--- src/hw/rtl/wirp_ram.sv ---
// Generic single-write, single-read RAM with registered read data.
module wirp_ram #(
    parameter int WIDTH = 8,
    parameter int DEPTH = 2
) (
    input  logic                     clk,
    input  logic                     we,
    input  logic [$clog2(DEPTH)-1:0] waddr,
    input  logic [WIDTH-1:0]         wdata,
    input  logic                     re,
    input  logic [$clog2(DEPTH)-1:0] raddr,
    output logic [WIDTH-1:0]         rdata
);

    logic [WIDTH-1:0] mem [DEPTH];

    // Write port and registered read port; read data holds when no read is issued.
    always_ff @(posedge clk)
    begin
        if (we)
        begin
            mem[waddr] <= wdata;
        end
        if (re)
        begin
            rdata <= mem[raddr];
        end
    end

endmodule

--- config.mk ---
export PLATFORM = sky130hd
export DESIGN_NAME = wirp_ram
export DESIGN_NICKNAME = d
export VERILOG_FILES = /design/src/hw/rtl/wirp_ram.sv
export SDC_FILE = /design/constraint.sdc
export NUM_CORES = 1
export LEC_CHECK = 0
export BUFFER_PORTS_ARGS = -buffer_cell sky130_fd_sc_hd__clkbuf_2
export CORE_MARGIN = 2
export CORE_UTILIZATION = 35
export CTS_CLUSTER_SIZE = 10
export DETAILED_ROUTE_END_ITERATION = 6
export PLACE_DENSITY_LB_ADDON = 0.08
export RECOVER_POWER = 100
export SYNTH_ARGS = -nofsm -noshare
export SYNTH_HDL_FRONTEND = slang
export SYNTH_SLANG_ARGS = --single-unit
export TNS_END_PERCENT = 5
--- constraint.sdc ---
create_clock -name clk -period 1 [get_ports clk]
set_clock_uncertainty 0.05 [all_clocks]
set_input_delay 0.2 -clock clk [delete_from_list [all_inputs] [get_ports clk]]
set_output_delay 0.2 -clock clk [all_outputs]
set_load 0.05 [all_outputs]
Word-level counts from Yosys, hierarchy flattened
Memory sizes are Yosys's and may differ from the RTL's. A register that Yosys moved wholly into a read port is not among the register bits.
Index checks and enable logic that the tools add are counted.
{"block": "classes", "n_mux": 2}
{"operator": "$mux 1", "n": 2}
{"block": "totals", "mem_count": 1, "output_inout_bits": 8, "word_cells": 3, "regBits": 0, "in_bits": 13, "ramBits": 16}
{"memory": "mem", "depth": 2, "width": 8, "read_ports": 1, "rd_clocked_by_memory_dff": 1, "wr": 1, "line_no": "15", "source": "logic [WIDTH-1:0] mem [DEPTH];"}

Logic depth before layout (Yosys ltp)
{"block": "logic_depth", "word_depth": 2, "depth_mapped": 2, "depth_no_buf": 1}

Worst setup path after synthesis
OpenSTA, ideal clock, no wires.
{"block": "synth_timing", "path_type": "input-to-reg", "from": "input port we", "to": "memory mem[0][0] (enable)", "stages": 1, "required_ps": 577, "path_buffers": 0, "setup_ps": 373, "arrival_ps": 620, "slack_ps": -43, "cell_sequence": "nor2b_1"}
{"block": "synth_via", "elab_chain_len": 2}
{"element": "from (decl)", "line_no": "7", "source": "input logic we,"}
{"element": "$mux 1", "line_no": "20", "source": "if (we)"}
{"element": "$mux 1 (implied by the code)", "line_no": "22", "source": "mem[waddr] <= wdata;"}
{"element": "to (decl)", "line_no": "15"}
Every way passes these cells.

Worst setup path after layout
{"block": "layout_timing", "from": "register rdata[3], read port of mem", "to": "output port rdata[3]"}
{"element": "from (decl)", "line_no": "12", "source": "output logic [WIDTH-1:0] rdata"}
No word-level cell between the ends.

==> flow_metrics.py <==
metrics = {
    "cts": {
        "clockBufferDepth": 2,
        "clkSlewWorstSetupHoldPaths_ns": 0.12,
        "h-tree-depth": 1,
        "clkLatencyLatePin_ns": 0.29,
        "cts_made_buffers": 3,
        "cts-hold-fix-buffers": 0,
        "ctsRootBufferMaster": "clkbuf_4",
        "tritoncts_clock_tree": "yes",
        "tritoncts_num_sinks": 24,
    },
    "critical_path": {
        "crit_path_top_delay_cell": "edfxtp_1",
        "cp_cell_sequence": "clkbuf_8",
        "reg2reg_setup_slack_ns": 0.02,
        "cp-start-kind": "register",
        "reg_to_reg_start": "mem[1][2]",
        "worst_path_dominant_cell_family": "flip-flops",
        "required_ns": 0.75,
        "worstPathMaxFanout": 1,
        "timing_worst_setup_path_type": "reg -> out",
        "crit_buf_inv": 1,
        "worst_r2r_path_depth": 1,
        "critical_path.endpoint_type": "primary output",
        "timing.rr.end": "rdata[2]",
        "cp_data_arrival_time_ns": 0.89,
        "cpPeakStageDelay_ns": 0.40,
    },
    "timing": {
        "slew_headroom_pct": 72.9,
        "finalHoldViolations": 0,
        "tightest_slew_ns": 0.407,
        "rsz0062_at_grt": "true",
        "slew_viol_final": 0,
        "period_utilisation_layout_pct": 114,
        "fmax_mhz": 877,
        "period_minus_slack_ns": 1.14,
        "report.final.setup_viol": 8,
        "worst_slack_ns": -0.140,
    },
    "layout": {
        "post_route_cells_drive_above_1_share_pct": 32.8,
        "areaGrowthSynthToFinish_pct": 24.3,
        "final_design_area_no_fill_um2": 1070,
        "number_of_filler_instances_in_the_final_layout": 223,
        "final_net_count": 76,
        "antenna-diode-count": 0,
    },
    "global_routing": {
        "grt_start_max_net_pins": 13,
        "globalRouteMet3Util_pct": 2.78,
        "globalRouteMet2Util_pct": 14.4,
        "antenna_found_initial": 0,
        "grt.overflow.total": 0,
        "global_route.usage.met1_pct": 11.0,
        "number_of_global_route_vias_before_repair": 431,
        "grt-busiest-layer": "met2",
        "grt_first_pass_wirelength_um": 1790,
        "global_route_usage_over_all_layers_pct": 8.92,
    },
    "floorplanning": {
        "initial_core_util_pct": 35.9,
        "dieArea_um2": 2880,
        "placement_rows": 18,
        "floorplan.io_pins": 21,
        "placeable_core_area_um2": 2410,
        "die_w_um": 53.7,
        "die_h_um": 53.7,
    },
    "power_and_ir_drop": {
        "max-vdd-ir-drop_v": 0.000701,
        "power_density_nw_per_um2": 1700,
        "total_power_mw": 1.83,
        "leakage_power_figure_nw": 0.387,
    },
    "placed_design": {
        "place_ws_ns": -0.0981,
        "buffer_ports.inserted": 20,
        "gp_congestion": 0.617,
        "place_area_um2": 1020,
    },
    "routing": {
        "routed-via-count": 395,
        "drt-initial-drc-count": 3,
        "routed_wire_length_per_instance_um": 12.3,
        "vias_per_cell": 4.34,
        "detail_route.first_pass.iterations": 2,
        "drc_errors": 0,
        "finalWirelength_um": 1120,
        "detail-route-antenna-nets": 0,
    },
    "job": {
        "maxCapViolCount": 0,
    },
    "logic_synthesis": {
        "synth_fp_nets": 48,
        "synth_seq_area_share_pct": 83.4,
        "syn_area_um2": 865,
        "synth_cells": 35,
        "yosysTopAreaCell": "edfxtp_1",
        "synth.area.top_cells": "edfxtp_1 83%, mux2_4 14%, buf_6 1.3%",
        "netlist.area_leader.share_pct": 83.4,
        "ys_seq_elements": 24,
        "post_synth.cell_area_avg_um2": 24.7,
        "synth.distinct_cells": 5,
        "synthesis.yosys.warnings": 0,
    },
    "worst_hold_path": {
        "min_delay_path_depth": 1,
        "timing.hold.worst.class": "in -> reg",
        "hold_end": "mem[1][2]",
        "hp_start": "wdata[2]",
    },
    "status": {
        "violations": "setup timing",
        "run_status": "finished with violations",
    },
}
## per-layer routing
| layer | vias to the layer above | part of all wire (%) |
|---|---|---|
| met2 | 18 | 50 |
| met5 | - | 0 |
| met4 | 0 | 0 |
| met3 | 0 | 6.5 |
| li1 | 188 | - |
| met1 | 189 | 43 |
## report_power, final
part           internal [mW]  switching [mW]  total [mW]
sequential              1.19          0.0211        1.21
combinational         0.0985           0.133       0.232
clock                  0.140           0.251       0.392
total                   1.43           0.406        1.83
## layout by cell type, fill, tap and decap left out
cell type  count
clkbuf_2       5
clkbuf_1      11
and2_0         1
nor2b_1        1
mux2_1         4
clkbuf_8       8
edfxtp_1      24
clkbuf_4       3
mux2_4         4
## cells in the mapped netlist
master     n
nor2b_1    1
edfxtp_1  24
and2_1     1
mux2_4     8
buf_6      1
## stage by stage
stage	TNS, ns	utilization, %	hold WS, ns	instances
floorplan	0	-	0.249	35
global placement	-0.643	42.5	0.339	88
detailed placement	-0.757	42.5	0.350	88
CTS	-1.16	46.3	0.0229	91
global route	-1.35	44.6	0.0170	91
finish	-1.01	44.6	0.0328	91
## sequential cells by signal, indices dropped and copies added, names as in the netlist
| signal | cells |
|---|---|
| mem | 16 |
| rdata | 8 |
## worst max path at each step
stage	startpoint	endpoint	slack, ns	depth (start not counted)
after floorplan	raddr	rdata[0]	0.07	2
after global placement	raddr	rdata[2]	-0.08	2
after detailed placement	raddr	rdata[0]	-0.1	2
after CTS	rdata[3]	rdata[3]	-0.16	1
after global routing	rdata[0]	rdata[0]	-0.18	1
final	rdata[3]	rdata[3]	-0.14	1
## cell families (layout without fill, tap and decap cells)
family        count (synthesis)  after routing  synth area share (%)
buf+inv                       1             27                  1.30
flops                        24             24                  83.4
mux                           8              8                  13.9
simple gates                  2              2                  1.45
## final cells by class
type / instances / area, um2 / area share, %
Tap cell: 30 / 37.5 / 3.49
Multi-Input combinational cell: 10 / 118 / 10.9
Clock buffer: 3 / 22.5 / 2.10
Sequential cell: 24 / 721 / 67.1
Timing Repair Buffer: 24 / 176 / 16.4
## repair_timing
| action | in CTS | in global routing |
|---|---|---|
| gates resized for setup | 16 | 0 |
| setup endpoints to repair | 8 | 8 |
| setup buffers | 0 | 0 |
Power figures use the tool's default switching activity.
