**config.mk**
```make
export PLATFORM = sky130hd
export DESIGN_NAME = wirp_div
export DESIGN_NICKNAME = d
export VERILOG_FILES = /design/src/hw/rtl/wirp_pkg.sv /design/src/hw/rtl/wirp_div.sv
export SDC_FILE = /design/constraint.sdc
export NUM_CORES = 1
export LEC_CHECK = 0
export ABC_AREA = 0
export BUFFER_PORTS_ARGS = -buffer_cell sky130_fd_sc_hd__buf_2
export CAP_MARGIN = 20
export CORE_UTILIZATION = 40
export CTS_CLUSTER_DIAMETER = 200
export CTS_CLUSTER_SIZE = 10
export DETAILED_ROUTE_END_ITERATION = 16
export GPL_TIMING_DRIVEN = 0
export REMOVE_ABC_BUFFERS = 1
export SLEW_MARGIN = 20
export SYNTH_ARGS = -nofsm -noshare
export SYNTH_HDL_FRONTEND = slang
export SYNTH_SLANG_ARGS = --single-unit
export TNS_END_PERCENT = 1
```
**constraint.sdc**
```tcl
create_clock -name clk -period 7.3 [get_ports clk]
set_clock_uncertainty 0.15 [all_clocks]
set_input_delay 1.825 -clock clk [delete_from_list [all_inputs] [get_ports clk]]
set_output_delay 1.825 -clock clk [all_outputs]
set_load 0.02 [all_outputs]
```
**src/hw/rtl/wirp_pkg.sv**
```systemverilog
// Shared widths, constants and interface types for the isotonic regression block.
package wirp_pkg;

    // Default configuration of the top level.
    localparam int MAX_SAMPLES_DEF = 64;
    localparam int VALUE_BITS_DEF  = 32;

    // Fixed field widths.
    localparam int SAMPLE_W = 32;
    localparam int WIN_W    = 16;
    localparam int OUT_W    = 32;

    // Pool storage widths: exact weighted sum and total weight.
    localparam int SUM_W = 54;
    localparam int WT_W  = 22;

    // Cross-multiply compare: the sum is split into two halves.
    localparam int HALF_W    = SUM_W / 2;
    localparam int ACC_W     = SUM_W + WT_W + 1;
    localparam int CMP_CNT_W = 3;
    localparam logic [CMP_CNT_W-1:0] CMP_MUL_END = 3'd4;
    localparam logic [CMP_CNT_W-1:0] CMP_LAST    = 3'd5;

    // Bit-serial divider: one quotient bit per cycle.
    localparam int DIV_CNT_W = $clog2(SUM_W + 1);
    localparam logic [DIV_CNT_W-1:0] DIV_LAST = DIV_CNT_W'(SUM_W);

    // Status returned by the mean compare unit.
    typedef struct packed {
        logic done;
        logic le;
    } cmp_res_t;

    // Status returned by the divider.
    typedef struct packed {
        logic             done;
        logic [OUT_W-1:0] quot;
    } div_res_t;

endpackage

```
**src/hw/rtl/wirp_div.sv**
```systemverilog
// Bit-serial restoring divider giving the floor of a signed pool sum over its weight.
module wirp_div (
    input  logic                              clk,
    input  logic                              rst_n,
    input  logic                              start,
    input  logic signed [wirp_pkg::SUM_W-1:0] dividend,
    input  logic [wirp_pkg::WT_W-1:0]         divisor,
    output wirp_pkg::div_res_t                res
);

    logic [wirp_pkg::DIV_CNT_W-1:0] cnt_reg;
    logic                           busy_reg;
    logic                           done_reg;
    logic                           neg_reg;
    logic [wirp_pkg::SUM_W-1:0]     dvd_reg;
    logic [wirp_pkg::WT_W-1:0]      rem_reg;
    logic [wirp_pkg::WT_W-1:0]      dvs_reg;
    logic [wirp_pkg::OUT_W-1:0]     quot_reg;
    logic [wirp_pkg::SUM_W-1:0]     mag_in;
    logic [wirp_pkg::WT_W:0]        trial;
    logic [wirp_pkg::WT_W:0]        diff;
    logic                           fits;
    logic [wirp_pkg::SUM_W-1:0]     q_floor;

    // Magnitude of the dividend; the sign is applied again at the end.
    assign mag_in = dividend[wirp_pkg::SUM_W-1] ? (~$unsigned(dividend) + 1'b1)
                                                : $unsigned(dividend);

    // One restoring step: shift in the next dividend bit and try a subtract.
    assign trial = {rem_reg, dvd_reg[wirp_pkg::SUM_W-1]};
    assign diff  = trial - {1'b0, dvs_reg};
    assign fits  = (trial >= {1'b0, dvs_reg});

    // Floor for a negative sum: -q when exact, -q-1 (that is ~q) otherwise.
    assign q_floor = !neg_reg ? dvd_reg
                   : ((rem_reg != '0) ? ~dvd_reg : (~dvd_reg + 1'b1));

    // Iteration control.
    always_ff @(posedge clk or negedge rst_n)
    begin
        if (!rst_n)
        begin
            busy_reg <= 1'b0;
            cnt_reg  <= '0;
            done_reg <= 1'b0;
        end
        else
        begin
            done_reg <= 1'b0;
            if (start)
            begin
                busy_reg <= 1'b1;
                cnt_reg  <= '0;
            end
            else if (busy_reg)
            begin
                if (cnt_reg == wirp_pkg::DIV_LAST)
                begin
                    busy_reg <= 1'b0;
                    done_reg <= 1'b1;
                end
                else
                begin
                    cnt_reg <= cnt_reg + 1'b1;
                end
            end
        end
    end

    // Datapath: dividend shifts out as quotient bits shift in.
    always_ff @(posedge clk)
    begin
        if (start)
        begin
            neg_reg <= dividend[wirp_pkg::SUM_W-1];
            dvd_reg <= mag_in;
            rem_reg <= '0;
            dvs_reg <= divisor;
        end
        else if (busy_reg)
        begin
            if (cnt_reg == wirp_pkg::DIV_LAST)
            begin
                quot_reg <= q_floor[wirp_pkg::OUT_W-1:0];
            end
            else
            begin
                dvd_reg <= {dvd_reg[wirp_pkg::SUM_W-2:0], fits};
                rem_reg <= fits ? diff[wirp_pkg::WT_W-1:0] : trial[wirp_pkg::WT_W-1:0];
            end
        end
    end

    assign res.done = done_reg;
    assign res.quot = quot_reg;

endmodule

```
Yosys cells after proc, flatten, opt, wreduce, memory -nomap -nowiden --
Index checks and enable logic that the tools add are counted. Widths: inputs -> output; s select.
Word-level totals: register bits after elaboration 139, bits of input ports 79, output and inout port bits 33, word-level logic and storage cells 40
Cells by class: add/subtract/negate cells 4, $lt $le $gt $ge 1, equality and inequality tests 2, mux-type cells 16, bitwise logic cells 4, reduce and logical (&&, ||, !) cells 5
Operators by type and width (number):
- $mux 54 | 4
- $mux 32 | 2
- $add 54x1->54 const B | 1
- $not 54->54 | 1
- $add 32x1->32 const B | 1
- $not 32->32 | 1
- $ge 23x22->1 | 1
- $mux 22 | 1
- $reduce_bool 22->1 | 1
- $sub 22x22->22 | 1
- $mux 6 | 3
- $add 6x1->6 const B | 1
- $eq 6x6->1 const B | 1
- $mux 1 | 6
- $reduce_and 2->1 | 2
- $reduce_and 3->1 | 1
- $ne 2x2->1 const B | 1
- $not 1->1 | 2
- $reduce_bool 2->1 | 1

Logic depth before layout (Yosys ltp) --
word-level depth 4, gate-level depth with buffers 12, depth with buffers taken out 11

Least setup slack after synthesis --
No wires, ideal clock.
path type input to register, start point in start, end point reg quot_reg[0] (netlist bit), enable pin, library setup time 0.513 ns, arrival time 5.468 ns, required time 6.637 ns, path slack 1.170 ns, cell stages on the path 2, buffers on the path 1, path through clkbuf_1 -> nor4b_1
On the way: longest elaborated chain between the ends 2
Ends and longest elaborated chain:
- start: declaration | RTL line wirp_div.sv:5 | input logic start,
- $not 1->1 (no source line)
- $reduce_and 3->1 (no source line)
- end signal: assignment | RTL line wirp_div.sv:84 | quot_reg <= q_floor[wirp_pkg::OUT_W-1:0];
- end: declaration | RTL line wirp_div.sv:18 | logic [wirp_pkg::OUT_W-1:0] quot_reg;
Every way passes these cells. A chain may end at the register's enable or synchronous reset.

Worst setup path after layout --
start point in dividend[12] (netlist bit), end point reg dvd_reg[49] (netlist bit) (data pin)
On the way: longest elaborated chain between the ends 4
Ends and longest elaborated chain:
- start: declaration | RTL line wirp_div.sv:6 | input logic signed [wirp_pkg::SUM_W-1:0] dividend,
- $not 54->54 | RTL line wirp_div.sv:26 | assign mag_in = dividend[wirp_pkg::SUM_W-1] ? (~$unsigned(dividend) + 1'b1)
- $add 54x1->54 | RTL line wirp_div.sv:26
- $mux 54 | RTL line wirp_div.sv:26
- $mux 54 | RTL line wirp_div.sv:73 | if (start)
- end signal: assignment | RTL line wirp_div.sv:76 | dvd_reg <= mag_in;
- end signal: assignment | RTL line wirp_div.sv:88 | dvd_reg <= {dvd_reg[wirp_pkg::SUM_W-2:0], fits};
- end: declaration | RTL line wirp_div.sv:15 | logic [wirp_pkg::SUM_W-1:0] dvd_reg;
Every way passes these cells.

==> flow_metrics.tcl <==
set metrics [dict create \
    worstHoldPathType "register to register" \
    synth-edff-count 109 \
    power.total_mw 2.04 \
    antenna_found_initial 2 \
    totalWireLength_mm 18.6 \
    pin_count 112 \
    path_class "input port to register" \
    grt_setup_unrepaired "false" \
    viasPerCell 5.31 \
    cts_resized 0 \
    grt_max_degree 104 \
    wl_met2_mm 8.28 \
    layout_setup_ws_ns 2.87 \
    track_usage_pct 18.3 \
    stdcell_area_mm2 0.00949 \
    area_growth_pct 17.9 \
    top_layer_used "met4" \
    cp-end-kind "register" \
    cts_tree "yes" \
    pre_cts_ws_ns 2.48 \
    grt_pass1_vias 5708 \
    seq_area_frac_synth_pct 48.6 \
    setup-tns-final_ns 0 \
    synth_warnings 0 \
    clock_sinks 139 \
    drt_pre_antenna_iters 5 \
    post_cts_buffers 0 \
    final_hold_viol_count 0 \
    tightest_slew_ns 0.977 \
    synthArstFlopShare_pct 5.76 \
    maxCapViolations 0 \
    start_util_pct 41.1 \
    nets 996 \
    synthFlopType "edfxtp_1" \
    ys_types 58 \
    fp.dieW_um 144 \
    htree_levels 4 \
    fin_cells 1171 \
    wl_per_cell_um 15.9 \
    via_count 6223 \
    initialDrtViolationCount 505 \
    timing.final.crit_share_pct 60.7 \
    drive_above_1_share_pct 19.5 \
    finalCriticalPeriod_ns 4.43 \
    wl_met3_um 828 \
    crit_path_frequent_cell "or4_4" \
    ys_ff_latch 139 \
    r2r_end "rem_reg[3]" \
    cts_buffers 17 \
    power_density_mw_per_mm2 215 \
    cts_root_buffer "clkbuf_16" \
    cp-start-kind "input port" \
    reg2reg_from "rem_reg[15]" \
    cpMaxStageDelayCell "or4_4" \
    arrival_ns 4.43 \
    setup_violations 0 \
    wl_met1_mm 9.26 \
    core_mm2 0.0196 \
    placed_cell_area_mm2 0.00890 \
    status "complete, no violations" \
    row_count 51 \
    avgSynthCellArea_um2 10.3 \
    port_buffers 111 \
    syn_inst 785 \
    dp_cells 1136 \
    whs_ns 0.353 \
    whs_path_depth 2 \
    max_freq_ghz 0.225 \
    max_stage_delay_ns 0.58 \
    nFillCells 1874 \
    required_ns 7.29 \
    synthesis.area_mm2 0.00805 \
    path_cells "buf_2, or4_4, or4_4, nor4_1, nand2_1, o31ai_1, xor2_1, a21oi_1" \
    place_congestion 0.829 \
    min_to "rem_reg[6]" \
    worstHoldStart "rem_reg[6]" \
    postCtsHoldBufs 0 \
    crit_fanout 4 \
    clk_latency_ns 0.42 \
    place_hpwl_mm 12.9 \
    ant_nets 0 \
    dieArea_mm2 0.0207 \
    r2r_cells 8 \
    power_leakage_nw 3.71 \
    rrSetupSlack_ns 3.66 \
    die_height_um 144 \
    drcViolationCount 0 \
    grt_pass1_wl_mm 29.2 \
    slew_headroom_pct 34.9 \
    cts.path.max_buffers 2 \
    largest_reg_flops 54 \
    clkTransAtPathRegs_ns 0.05 \
    maxSlewViolCount 0 \
    final_core_util_pct 48.4 \
    grt_overflow 0 \
    vdd_drop_max_v 0.000152 \
]
## worst max-delay path: cells and delay by family
| kind | cells | cell delay (ns) |
|---|---|---|
| and+or+nand+nor | 4 | 1.93 |
| buffers and inverters | 1 | 0.13 |
| xor gates and xnor gates | 1 | 0.18 |
| AOI/OAI and AO/OA | 2 | 0.38 |
## cells in the mapped netlist (3+ instances only)
library cell / n / area share, %
or3_1: 15 / 1.2
nand3_1: 11 / 0.68
mux2i_1: 11 / 1.4
o41ai_1: 12 / 1.3
nor2b_1: 3 / 0.23
nor2_1: 69 / 3.2
o21bai_1: 4 / 0.37
buf_1: 3 / 0.14
o211ai_1: 3 / 0.28
xor2_1: 60 / 6.5
nor4_1: 11 / 0.86
inv_1: 37 / 1.7
nand2_1: 45 / 2.1
edfxtp_1: 109 / 41
a31oi_1: 4 / 0.31
dfrtp_1: 8 / 2.5
o31ai_1: 19 / 1.8
a21oi_1: 70 / 4.4
nand4_1: 9 / 0.70
nor3_1: 6 / 0.37
o21ai_0: 66 / 4.1
a32oi_1: 10 / 1.1
clkbuf_1: 25 / 1.2
or2_2: 7 / 0.54
mux2_2: 5 / 0.70
a21o_1: 5 / 0.47
ha_1: 26 / 4.0
or4_4: 3 / 0.42
buf_2: 3 / 0.19
or4_1: 13 / 1.2
xnor2_1: 44 / 4.8
a211oi_1: 4 / 0.37
dfxtp_1: 22 / 5.5
o21a_1: 8 / 0.75
## kinds of logic after synthesis
family	synth area share, %
AO/OA/AOI/OAI	17.3
AND/OR/NAND/NOR	13.1
flip-flops	48.6
XOR/XNOR	11.3
buffers and inverters	3.31
adder cells (fa/ha/maj)	4.29
multiplexers	2.07
## worst max-delay path by stage
stage,endpoint,from,cells past startpoint
finish,dvd_reg[49],dividend[12],8
global route,dvd_reg[49],dividend[12],8
CTS,dvd_reg[49],dividend[12],8
detailed placement,dvd_reg[41],dividend[12],8
global placement,quot_reg[30],start,2
floorplan,quot_reg[0],start,1
## placed cells by master (no fill, tap or decap), types with 12 or more instances in the layout
cell type | synthesis | layout
nor2_1 | 69 | 68
xnor2_1 | 44 | 44
o31ai_1 | 19 | 19
ha_1 | 26 | 26
dfxtp_1 | 22 | 22
xor2_1 | 60 | 60
clkbuf_16 | 0 | 18
buf_2 | 3 | 114
a21oi_1 | 70 | 70
o41ai_1 | 12 | 12
inv_1 | 37 | 36
or3_1 | 15 | 15
or4_1 | 13 | 13
edfxtp_1 | 109 | 109
o21ai_0 | 66 | 66
nand2_1 | 45 | 45
## report_power, final
group          internal [mW]  total, mW  switching, mW
Clock                  0.507      0.836          0.329
Combinational          0.108      0.237          0.129
Sequential             0.923      0.964         0.0412
## metal layers
metal  GRT usage [%]  up-vias
met2            27.6      146
met5               0        -
met1            26.0     2916
li1                -     3144
met4            6.10        0
met3            3.43       17
## area by class of cell
type	instances	area, um^2	area share, %
flip-flops and latches	139	3910	41.3
well taps	265	332	3.50
inverters	37	141	1.49
multi-input cells	577	3890	41.0
repair buffers	118	628	6.62
clock inverters	9	87.6	0.923
clock buffers	23	489	5.16
diodes	3	7.51	0.0791
No activity file was read; power rests on OpenSTA's default activity.
